**src/hdl/cpor_sqrt_stage.sv**
```systemverilog
// one registered step of the restoring integer square root
module cpor_sqrt_stage #(
  parameter int RW = 34,
  parameter int NW = 68,
  parameter int BIT = 0
) (
  input  logic          clk,
  input  logic          en,
  input  logic [NW-1:0] rad_in,
  input  logic [RW-1:0] root_in,
  output logic [RW-1:0] root_out
);
  logic [RW-1:0] trial;
  logic [2*RW-1:0] sq;
  logic [2*RW:0] nx;
  always_comb begin
    trial = root_in | (RW'(1) << BIT);
    sq = trial * trial;
    nx = (2*RW+1)'(rad_in);
  end
  always_ff @(posedge clk) begin
    if (en) begin
      root_out <= ({1'b0, sq} <= nx) ? trial : root_in;
    end
  end
endmodule

```
**config.mk**
```make
export PLATFORM = sky130hd
export DESIGN_NAME = cpor_sqrt_stage
export DESIGN_NICKNAME = d
export VERILOG_FILES = /design/src/hdl/cpor_sqrt_stage.sv
export SDC_FILE = /design/constraint.sdc
export NUM_CORES = 2
export LEC_CHECK = 0
export ABC_CLOCK_PERIOD_IN_PS = 15600
export BUFFER_PORTS_ARGS = -buffer_cell sky130_fd_sc_hd__buf_2
export CORE_ASPECT_RATIO = 0.5
export CORE_MARGIN = 2
export CORE_UTILIZATION = 45
export DETAILED_ROUTE_END_ITERATION = 16
export GPL_TIMING_DRIVEN = 1
export SYNTH_ARGS = -nofsm -noshare
export SYNTH_HDL_FRONTEND = slang
export SYNTH_SLANG_ARGS = --single-unit
```
**constraint.sdc**
```tcl
create_clock -name clk -period 15.6 [get_ports clk]
set_input_delay 3.9 -clock clk [delete_from_list [all_inputs] [get_ports clk]]
set_output_delay 3.9 -clock clk [all_outputs]
set_load 0.01 [all_outputs]
```
# After elaboration in Yosys (flattened, before gate mapping)
# Index checks and enable logic that the tools add are counted.
# totals
register_bits,34
input_bits,104
out_inout_bits,34
word_cells,4
# op_classes
multipliers,1
n_lt_le_gt_ge,1
# ops
operator,n
less-or-equal comparator 68 bit,1
multiplier 34 x 34 -> 68 bit,1

# Depth between registers and ports, before layout
# depth
word_depth,2
mapped_depth,40

# Worst setup path before layout
# OpenSTA, ideal clock, no wires.
# synth_path
kind,input to register
start,input root_in[9]
end,"register root_out[0], data pin"
setup_ns,0.131
t_arrival_ns,12.401
required_ns,15.469
path_slack_ns,3.068
cell_stages,38
cell_sequence,clkbuf_1 > inv_1 > buf_1 > nor2_1 > fa_1 > fa_1 > fa_1 > inv_1 > fa_1 > inv_1 > fa_1 > inv_1 > fa_1 > inv_1 > fa_1 > inv_1 > fa_1 > inv_1 > [2 not listed] > and3_1 > o2111ai_1 > and3_4 > a211oi_2 > a41oi_2 > o31ai_4 > a21boi_1 > xnor2_1 > ha_1 > a21o_1 > a21o_1 > a21o_1 > a21oi_1 > nor2b_1 > o211ai_1 > a211o_1 > o211ai_1 > nand2_1
# synth_via
elab_chain_len,2
# synth_lines
element,line_no,rtl
start: declaration,10,"input logic [RW-1:0] root_in,"
multiplier 34 x 34 -> 68 bit,18,sq = trial * trial;
less-or-equal comparator 68 bit,23,"root_out <= ({1'b0, sq} <= nx) ? trial : root_in;"
end signal: assignment,23,
end: declaration,11,output logic [RW-1:0] root_out
# No other way between the ends.
# A chain may end at the register's enable or synchronous reset.

# Worst setup path after layout
# layout_path
start,input root_in[12]
end,"register root_out[0], data pin"
# Same word-level chain as after synthesis.

==> results.json <==
{
  "path_class": "in -> reg",
  "async_flop_share_pct": 0,
  "initial_utilization_pct": 45.5,
  "cts_buffers": 5,
  "postCtsSetupBuffers": 0,
  "startpoint": "root_in[12]",
  "final-seq-area_um2": 1020,
  "multi_input_area_um2": 29000,
  "cts_max_level": 2,
  "synth_area_leader_cell": "fa_1",
  "cts_tree": "done",
  "end_kind": "flop",
  "top_register": "root_out",
  "worst_ep_arrival_time_ps": 14380,
  "grt_pass1_vias": 27800,
  "wire_per_inst_um": 21.0,
  "ctsResizeCount": 0,
  "tightest_slew_ps": 1130,
  "drt-total-wl_um": 103000,
  "design_area_um2": 37300,
  "worst-path-buf-inv": 7,
  "start_kind": "input port",
  "synth.distinct_cells": 75,
  "boundaryPins": 138,
  "overflow": 0,
  "largest_reg_flops": 34,
  "hold_violations": 0,
  "worst_path_largest_cell_delay_ps": 970,
  "drc": 0,
  "outcome": "completed",
  "core-area_um2": 77300,
  "synth_area_per_cell_um2": 9.21,
  "die_h_um": 202,
  "synth_top_area_share_pct": 52.5,
  "synth_seq_cells": 34,
  "clock_path_buffers": 2,
  "dpl.hpwl_um": 86000,
  "grt_pass1_wl_um": 162000,
  "max-cap-violations": 0,
  "post-route-min-period_ps": 14290,
  "slew_headroom_pct": 23.8,
  "crit_required_ps": 15690,
  "critical_path.top_delay_family": "adder cells",
  "drive_gt1_share_pct": 5.82,
  "synth_edf_count": 34,
  "num_antenna_cells": 0,
  "path_depth": 32,
  "die-area_um2": 80500,
  "setup_viol": 0,
  "viasPerCell": 5.18,
  "clock_tree.root_cell": "clkbuf_16",
  "grtUsageTotal_pct": 27.0,
  "synth_seq_area_share_pct": 2.90,
  "placed_area_um2": 37100,
  "fill_cells": 7450,
  "place_congestion": 0.954,
  "cts_sinks": 34,
  "reg_top3": "root_out (34)",
  "drtIter0Drc": 1687,
  "timing.fmax_mhz": 70.0,
  "synthCells": 3816,
  "nNetsFinal": 5285,
  "synth_flop_cell": "edfxtp_1",
  "die_w_um": 399,
  "cp-endpoint": "root_out[0]$_SDFFCE_PP1P_",
  "grt_max_degree": 35,
  "dp.cells": 4929,
  "numPortBuffers": 137,
  "rsz0062_at_grt": "no",
  "ys.warnings.count": 0,
  "finalNonFillerCells": 4937,
  "crit_path_frequent_cell": "fa_1",
  "synth_fp_nets": 5201,
  "syn2layout_area_growth_pct": 5.99,
  "timing.final.crit_share_pct": 91.6,
  "hold_path.class": "in -> reg",
  "fin_setup_tns_ps": 0,
  "slew_violations": 0,
  "num_rows": 72,
  "via_count": 25600,
  "syn_area_um2": 35200,
  "antenna_found_initial": 2,
  "antenna_left": 0,
  "synth.area.top_cells": "fa_1 (52%), inv_1 (13%), ha_1 (13%)",
  "drt_pass1_iterations": 5,
  "layout_common_cells": "inv_1 (1,235), fa_1 (922), ha_1 (359)",
  "slowest_stage": "o31ai_1",
  "ctsHoldBuffers": 0,
  "cp_max_fo": 19,
  "final_common_cell": "inv_1",
  "clk_pin_slew_ps": 70
}
==> logic make-up (layout without fill, tap and decap cells) <==
logic type | count (synthesis) | count (layout) | synth area share, %
simple gates | 769 | 769 | 9.68
flops | 34 | 34 | 2.90
xor+xnor | 77 | 77 | 1.92
mux | 1 | 1 | 0.0320
buf+inv | 1362 | 1447 | 14.6
compound gates | 292 | 292 | 5.63
fa+ha+maj | 1281 | 1281 | 65.3
==> tightest hold or removal path: stages <==
cell and delay [ps]:
buf_2 90, a21oi_1 40, nand2_1 50
==> per-stage QoR <==
step	hold WS (ps)	worst slack [ps]	utilization, %
finish	3850	1310	48.2
global route	3870	828	48.2
CTS	3840	1410	48.2
detailed placement	4180	1110	48.0
global placement	4170	1170	48.0
floorplan	4000	3070	-
==> layout make-up <==
class | instances | share of cell area, %
Inverter | 1243 | 12.5
Sequential cell | 34 | 2.74
Tap cell | 1036 | 3.48
Clock buffer | 6 | 0.346
Multi-Input combinational cell | 2420 | 77.9
Timing Repair Buffer | 196 | 3.03
Clock inverter | 2 | 0.0235
==> per-layer routing <==
layer  routed length, um  global-route usage (%)
met3                7750                    3.67
met2               49700                    44.7
met5                   0                       0
met1               42700                    37.2
met4                3380                    8.04
==> how the worst min path moves through the flow <==
| stage | slack, ps | cells after the start | startpoint | end |
|---|---|---|---|---|
| 2_1_floorplan | 4000 | 0 | root_in[10] | root_out[10]$_DFFE_PP_ |
| 3_3_place_gp | 4170 | 3 | root_in[0] | root_out[0]$_SDFFCE_PP1P_ |
| 3_5_place_dp | 4180 | 3 | root_in[0] | root_out[0]$_SDFFCE_PP1P_ |
| 4_1_cts | 3840 | 3 | root_in[0] | root_out[0]$_SDFFCE_PP1P_ |
| 5_1_grt | 3870 | 3 | root_in[0] | root_out[0]$_SDFFCE_PP1P_ |
| 6_report | 3850 | 3 | root_in[0] | root_out[0]$_SDFFCE_PP1P_ |
==> synth_stat cells, types with 3 or more instances <==
master,count
a211oi_1,7
a211oi_2,3
a21o_1,78
a21oi_1,86
a221oi_1,4
a31oi_1,12
and2_1,87
and3_1,10
buf_1,8
clkbuf_1,109
clkinv_1,6
edfxtp_1,34
fa_1,922
ha_1,359
inv_1,1235
nand2_1,341
nand2b_1,9
nand3_1,22
nand4_1,20
nor2_1,222
nor2b_1,8
nor3_1,18
nor3b_1,6
nor4_1,5
o2111ai_1,3
o211ai_1,7
o21a_1,9
o21ai_0,37
o21bai_1,9
o31ai_1,5
or2_2,4
or3_1,4
xnor2_1,52
xor2_1,25
Power is left out: the tool's default activity adds up to more than one toggle a clock period on the data nets, which glitch-free logic cannot reach.
