--- config.mk ---
export PLATFORM = sky130hd
export DESIGN_NAME = cpor_div_stage
export DESIGN_NICKNAME = d
export VERILOG_FILES = /design/src/hdl/cpor_div_stage.sv
export SDC_FILE = /design/constraint.sdc
export NUM_CORES = 1
export LEC_CHECK = 0
export BUFFER_PORTS_ARGS = -buffer_cell sky130_fd_sc_hd__clkbuf_2
export CORE_MARGIN = 10
export CORE_UTILIZATION = 49
export CTS_BUF_LIST = sky130_fd_sc_hd__clkbuf_8
export CTS_CLUSTER_DIAMETER = 200
export DETAILED_ROUTE_END_ITERATION = 6
export GPL_TIMING_DRIVEN = 0
export PLACE_DENSITY = 0.9
export SYNTH_ARGS = -nofsm -noshare
export SYNTH_HDL_FRONTEND = slang
export SYNTH_SLANG_ARGS = --single-unit
--- constraint.sdc ---
create_clock -name clk -period 3.9 [get_ports clk]
set_clock_uncertainty 0.2 [all_clocks]
set_input_delay 0.78 -clock clk [delete_from_list [all_inputs] [get_ports clk]]
set_output_delay 0.78 -clock clk [all_outputs]
set_load 0.01 [all_outputs]
--- src/hdl/cpor_div_stage.sv ---
// one registered step of the restoring unsigned divider
module cpor_div_stage #(
  parameter int QW = 70,
  parameter int DW = 36
) (
  input  logic          clk,
  input  logic          en,
  input  logic [DW-1:0] den,
  input  logic [DW-1:0] rem_in,
  input  logic          num_bit,
  input  logic [QW-1:0] q_in,
  output logic [DW-1:0] rem_out,
  output logic [QW-1:0] q_out
);
  logic [DW:0] sh;
  always_comb sh = {rem_in, num_bit};
  always_ff @(posedge clk) begin
    if (en) begin
      if (sh >= {1'b0, den}) begin
        rem_out <= DW'(sh - {1'b0, den});
        q_out   <= {q_in[QW-2:0], 1'b1};
      end else begin
        rem_out <= sh[DW-1:0];
        q_out   <= {q_in[QW-2:0], 1'b0};
      end
    end
  end
endmodule

# Word-level counts from Yosys, hierarchy flattened
# Index checks and enable logic that the tools add are counted.
[word_totals] word_cells=6 inputBits=145 regBits=106 out_inout_bits=106
[op_classes] n_addsub=1 magnitude_cmp=1 n_mux=2
[op_table] operator="greater-or-equal comparator 37 x 36 -> 1 bit" count=1
[op_table] operator="2-to-1 mux 36 bit" count=1
[op_table] operator="subtractor 36 bit" count=1
[op_table] operator="2-to-1 mux 1 bit" count=1

# Longest topological paths before layout
[depth] ltp_word=2 mapped_depth=14

# Least setup slack after synthesis
# No wires, ideal clock.
[synth_path] path_kind="in2reg" from="input port den[6]" to="register rem_out[21], data pin" arrival_ns=2.871 required_ns=3.442 stages=13 setup_time_ns=0.258 path_buffers=1 setup_slack_ns=0.572 path_cell_list="inv_1 -> ha_1 -> a211oi_2 -> o21bai_2 -> o21ba_2 -> a21bo_1 -> a21bo_4 -> a21oi_4 -> o41a_1 -> inv_2 -> buf_6 -> nor2_1 -> a21oi_1"
[synth_via] elab_chain_len=2 word_cells_on_any_way=3 cone_classes="add/sub (1); order compare (1); mux (1)"
[synth_lines] element="start: declaration" line="8" rtl="input logic [DW-1:0] den,"
[synth_lines] element="subtractor 36 bit or greater-or-equal comparator 37 x 36 -> 1 bit (tied branches)" line="20, 19"
[synth_lines] element="2-to-1 mux 36 bit (*)" line="19" rtl="if (sh >= {1'b0, den}) begin"
[synth_lines] element="end signal: assignment" line="20" rtl="rem_out <= DW'(sh - {1'b0, den});"
[synth_lines] element="end signal: assignment" line="23" rtl="rem_out <= sh[DW-1:0];"
[synth_lines] element="end: declaration" line="12" rtl="output logic [DW-1:0] rem_out,"
# Mark *: on every way between the ends. The rest lies on a longest branch, timed or not.
# A chain may end at the register's enable or synchronous reset.

# Worst setup path in the final report
[layout_path] from="input port den[6]" to="register rem_out[26], data pin"
# Same word-level chain as after synthesis.

==> results.toml <==
[worst_setup_path]
worstPathArrival_ns = 3.39
start_kind = "primary input"
critPathMaxFanout = 10
cpPeakStageDelay_ns = 0.36
required_ns = 3.81
end_kind = "flip-flop"
crit_slowest_cell = "ha_1"
worst-setup-path-type = "primary input to flip-flop"
crit_chain = "clkbuf_2 > inv_1 > ha_1 > a211oi_2 > o21bai_2 > o21ba_2 > a21bo_1 > a21bo_4 > a21oi_4 > o41a_1 > buf_6 > buf_6 > o21ai_0"
crit_path_frequent_cell = "buf_6"

[sta]
fmax_mhz = 288
rsz0062_at_grt = "false"
tns_ns = 0
maxSlewHeadroom_pct = 63.9
tightestPinTransition_ns = 0.541
setup_slack_ns = 0.427
setup_viol = 0
period_share_pct = 89.1
slew_viol_final = 0
fin_crit_ns = 3.47
finalHoldViolations = 0

[cells_and_area]
layout-drive-gt1-share_pct = 38.0
layout.nets = 930
area_growth_pct = 29.0
regArea_um2 = 3180
antenna_cells = 0
multi_input_area_um2 = 2210
fillCellCount = 885

[yosys]
synth_cell_types = 54
syn_inst = 487
syn_nets = 669
synthArstFlopShare_pct = 0
synth_largest_area_cell = "edfxtp_1"
synth_flop_cell = "edfxtp_1"
yosys-top-cells-area = "edfxtp_1 56%, ha_1 8.0%, a21oi_1 4.3%, inv_1 2.7%, a21o_1 2.7%"
ys_seq_area_share_pct = 56.3
synth_top_area_share_pct = 56.3
syn_area_um2 = 5660
yosysWarnings = 0
ys_ff_latch = 106
syn_avg_cell_area_um2 = 11.6
synth_edf_count = 106

[die]
die_height_um = 127
core_area_um2 = 11400
dieWidth_um = 127
dieArea_um2 = 16200
pin_count = 251
row_count = 39
start_util_pct = 49.8

[drt]
wl_um = 18000
drt_iter0_markers = 276
ant_nets = 0
first_pass_iters = 5
routed_via_density = 5.39
drc = 0
vias = 4825
wl_per_cell_um = 20.1

[clock_tree]
cts_buffers = 9
clock_tree.root_cell = "clkbuf_8"
post_cts_resized = 0
cts_sinks = 106
path_clk_slew_ns = 0.11
cts_max_level = 3
cts_tree = "yes"
postCtsSetupBuffers = 0
cts_buffer_depth = 2
cts_hold_buf = 0

[pwr]
internal_power_mw = 1.96
combPwrFrac_pct = 26.1
power_switching_mw = 0.871
pwr-share-seq_pct = 50.7
ir_drop_v = 0.000236
power_density_nw_per_um2 = 388
p_leak_nw = 3.44
netSwitchingFraction_pct = 30.8
clkPwrFrac_pct = 23.1

[global_route]
grt_pass1_wl_um = 26800
grt_use_total_pct = 21.1
grt_max_degree = 71
grt_pass1_vias = 4808
antenna_found_initial = 0
grt_overflow = 0

[placement]
gp_congestion = 0.935
portBuffers = 249
dp_slack_ns = -0.0112
dpl.hpwl_um = 14900

[status]
status = "complete, no violations"

[min_path]
min_path_type = "primary input to flip-flop"

[job]
max-cap-violations = 0
## power by group through the flow
stage	registers [mW]	clock network (mW)	logic [mW]
3_5_place_dp	1.46	0	0.743
4_1_cts	1.44	0.669	0.746
3_3_place_gp	1.46	0	0.719
6_report	1.44	0.655	0.740
2_1_floorplan	1.52	0	0.353
5_1_grt	1.45	0.708	0.813
## critical path, delay by kind of cell
kind,cells,cell delay (ns)
buf+inv,4,0.48
compound gates,8,1.75
fa+ha+maj,1,0.36
## worst paths after layout
path,startpoint,to,cells after the start
worst min-delay path,q_in[25],q_out[26],1
worst max-delay path,den[6],rem_out[26],13
## stage by stage
stage	power [mW]	cells	cell area [um^2]	hold WS (ns)	utilization, %
2_1_floorplan	1.88	487	5660	0.679	-
3_3_place_gp	2.18	879	7080	0.756	62.3
3_5_place_dp	2.21	880	7110	0.759	62.6
4_1_cts	2.85	896	7300	0.357	64.2
5_1_grt	2.97	896	7300	0.362	64.2
6_report	2.83	896	7300	0.377	64.2
## cells by family after synthesis
| group | Yosys count | synth area share, % |
|---|---|---|
| AO/OA/AOI/OAI | 141 | 16.5 |
| AND/OR/NAND/NOR | 119 | 9.86 |
| flip-flops | 106 | 56.3 |
| buffers and inverters | 56 | 4.71 |
| adder cells (fa/ha/maj) | 37 | 8.31 |
| XOR/XNOR | 27 | 4.18 |
| multiplexers | 1 | 0.177 |
## Yosys cell counts, drive strengths merged, types with 3 or more instances
| master | n |
|---|---|
| ha | 36 |
| nand2 | 36 |
| buf | 9 |
| edfxtp | 106 |
| a21oi | 51 |
| and2 | 4 |
| nand3 | 10 |
| xnor2 | 13 |
| o21a | 6 |
| o31ai | 5 |
| inv | 42 |
| o21bai | 7 |
| nor2b | 4 |
| clkbuf | 5 |
| a21boi | 4 |
| a21o | 20 |
| nor3 | 8 |
| nand4 | 7 |
| a221oi | 3 |
| nor2 | 36 |
| nand3b | 3 |
| nand2b | 3 |
| o21ai | 28 |
| xor2 | 14 |
## cell type report
type | count | share of cell area [%]
multi-input cells | 325 | 30.3
plain buffers | 14 | 1.49
well taps | 143 | 2.45
clock inverters | 7 | 0.857
flip-flops and latches | 106 | 43.6
clock buffers | 9 | 1.70
repair buffers | 250 | 17.5
inverters | 42 | 2.16
## cells in the final DEF, fill, tap and decap left out, types with 5 or more instances in the layout
| cell type | Yosys | layout |
|---|---|---|
| a21o_1 | 20 | 20 |
| a21oi_1 | 49 | 49 |
| buf_6 | 7 | 7 |
| clkbuf_2 | 1 | 249 |
| clkbuf_8 | 0 | 9 |
| edfxtp_1 | 106 | 106 |
| ha_1 | 36 | 36 |
| inv_1 | 41 | 42 |
| nand2_1 | 36 | 36 |
| nand3_1 | 10 | 10 |
| nand4_1 | 7 | 7 |
| nor2_1 | 36 | 36 |
| nor3_1 | 8 | 8 |
| o21a_1 | 6 | 6 |
| o21ai_0 | 28 | 28 |
| o21bai_1 | 6 | 6 |
| o31ai_1 | 5 | 5 |
| xnor2_1 | 13 | 13 |
| xor2_1 | 14 | 14 |
## registers in the layout (all words and copies together), names as in the netlist
| signal | flops |
|---|---|
| q_out | 70 |
| rem_out | 36 |
## metal layers
metal  part of all wire (%)  global-route usage [%]  up-vias  routed length (um)
met1                     35                    23.2     2256                6380
met2                     53                    38.3      230                9490
met3                    9.7                    6.00       24                1740
li1                       -                       -     2315                   -
met4                    2.2                    6.43        0                 395
met5                      0                       0        -                   0
Note: power is estimated with default switching activity, not from simulation.
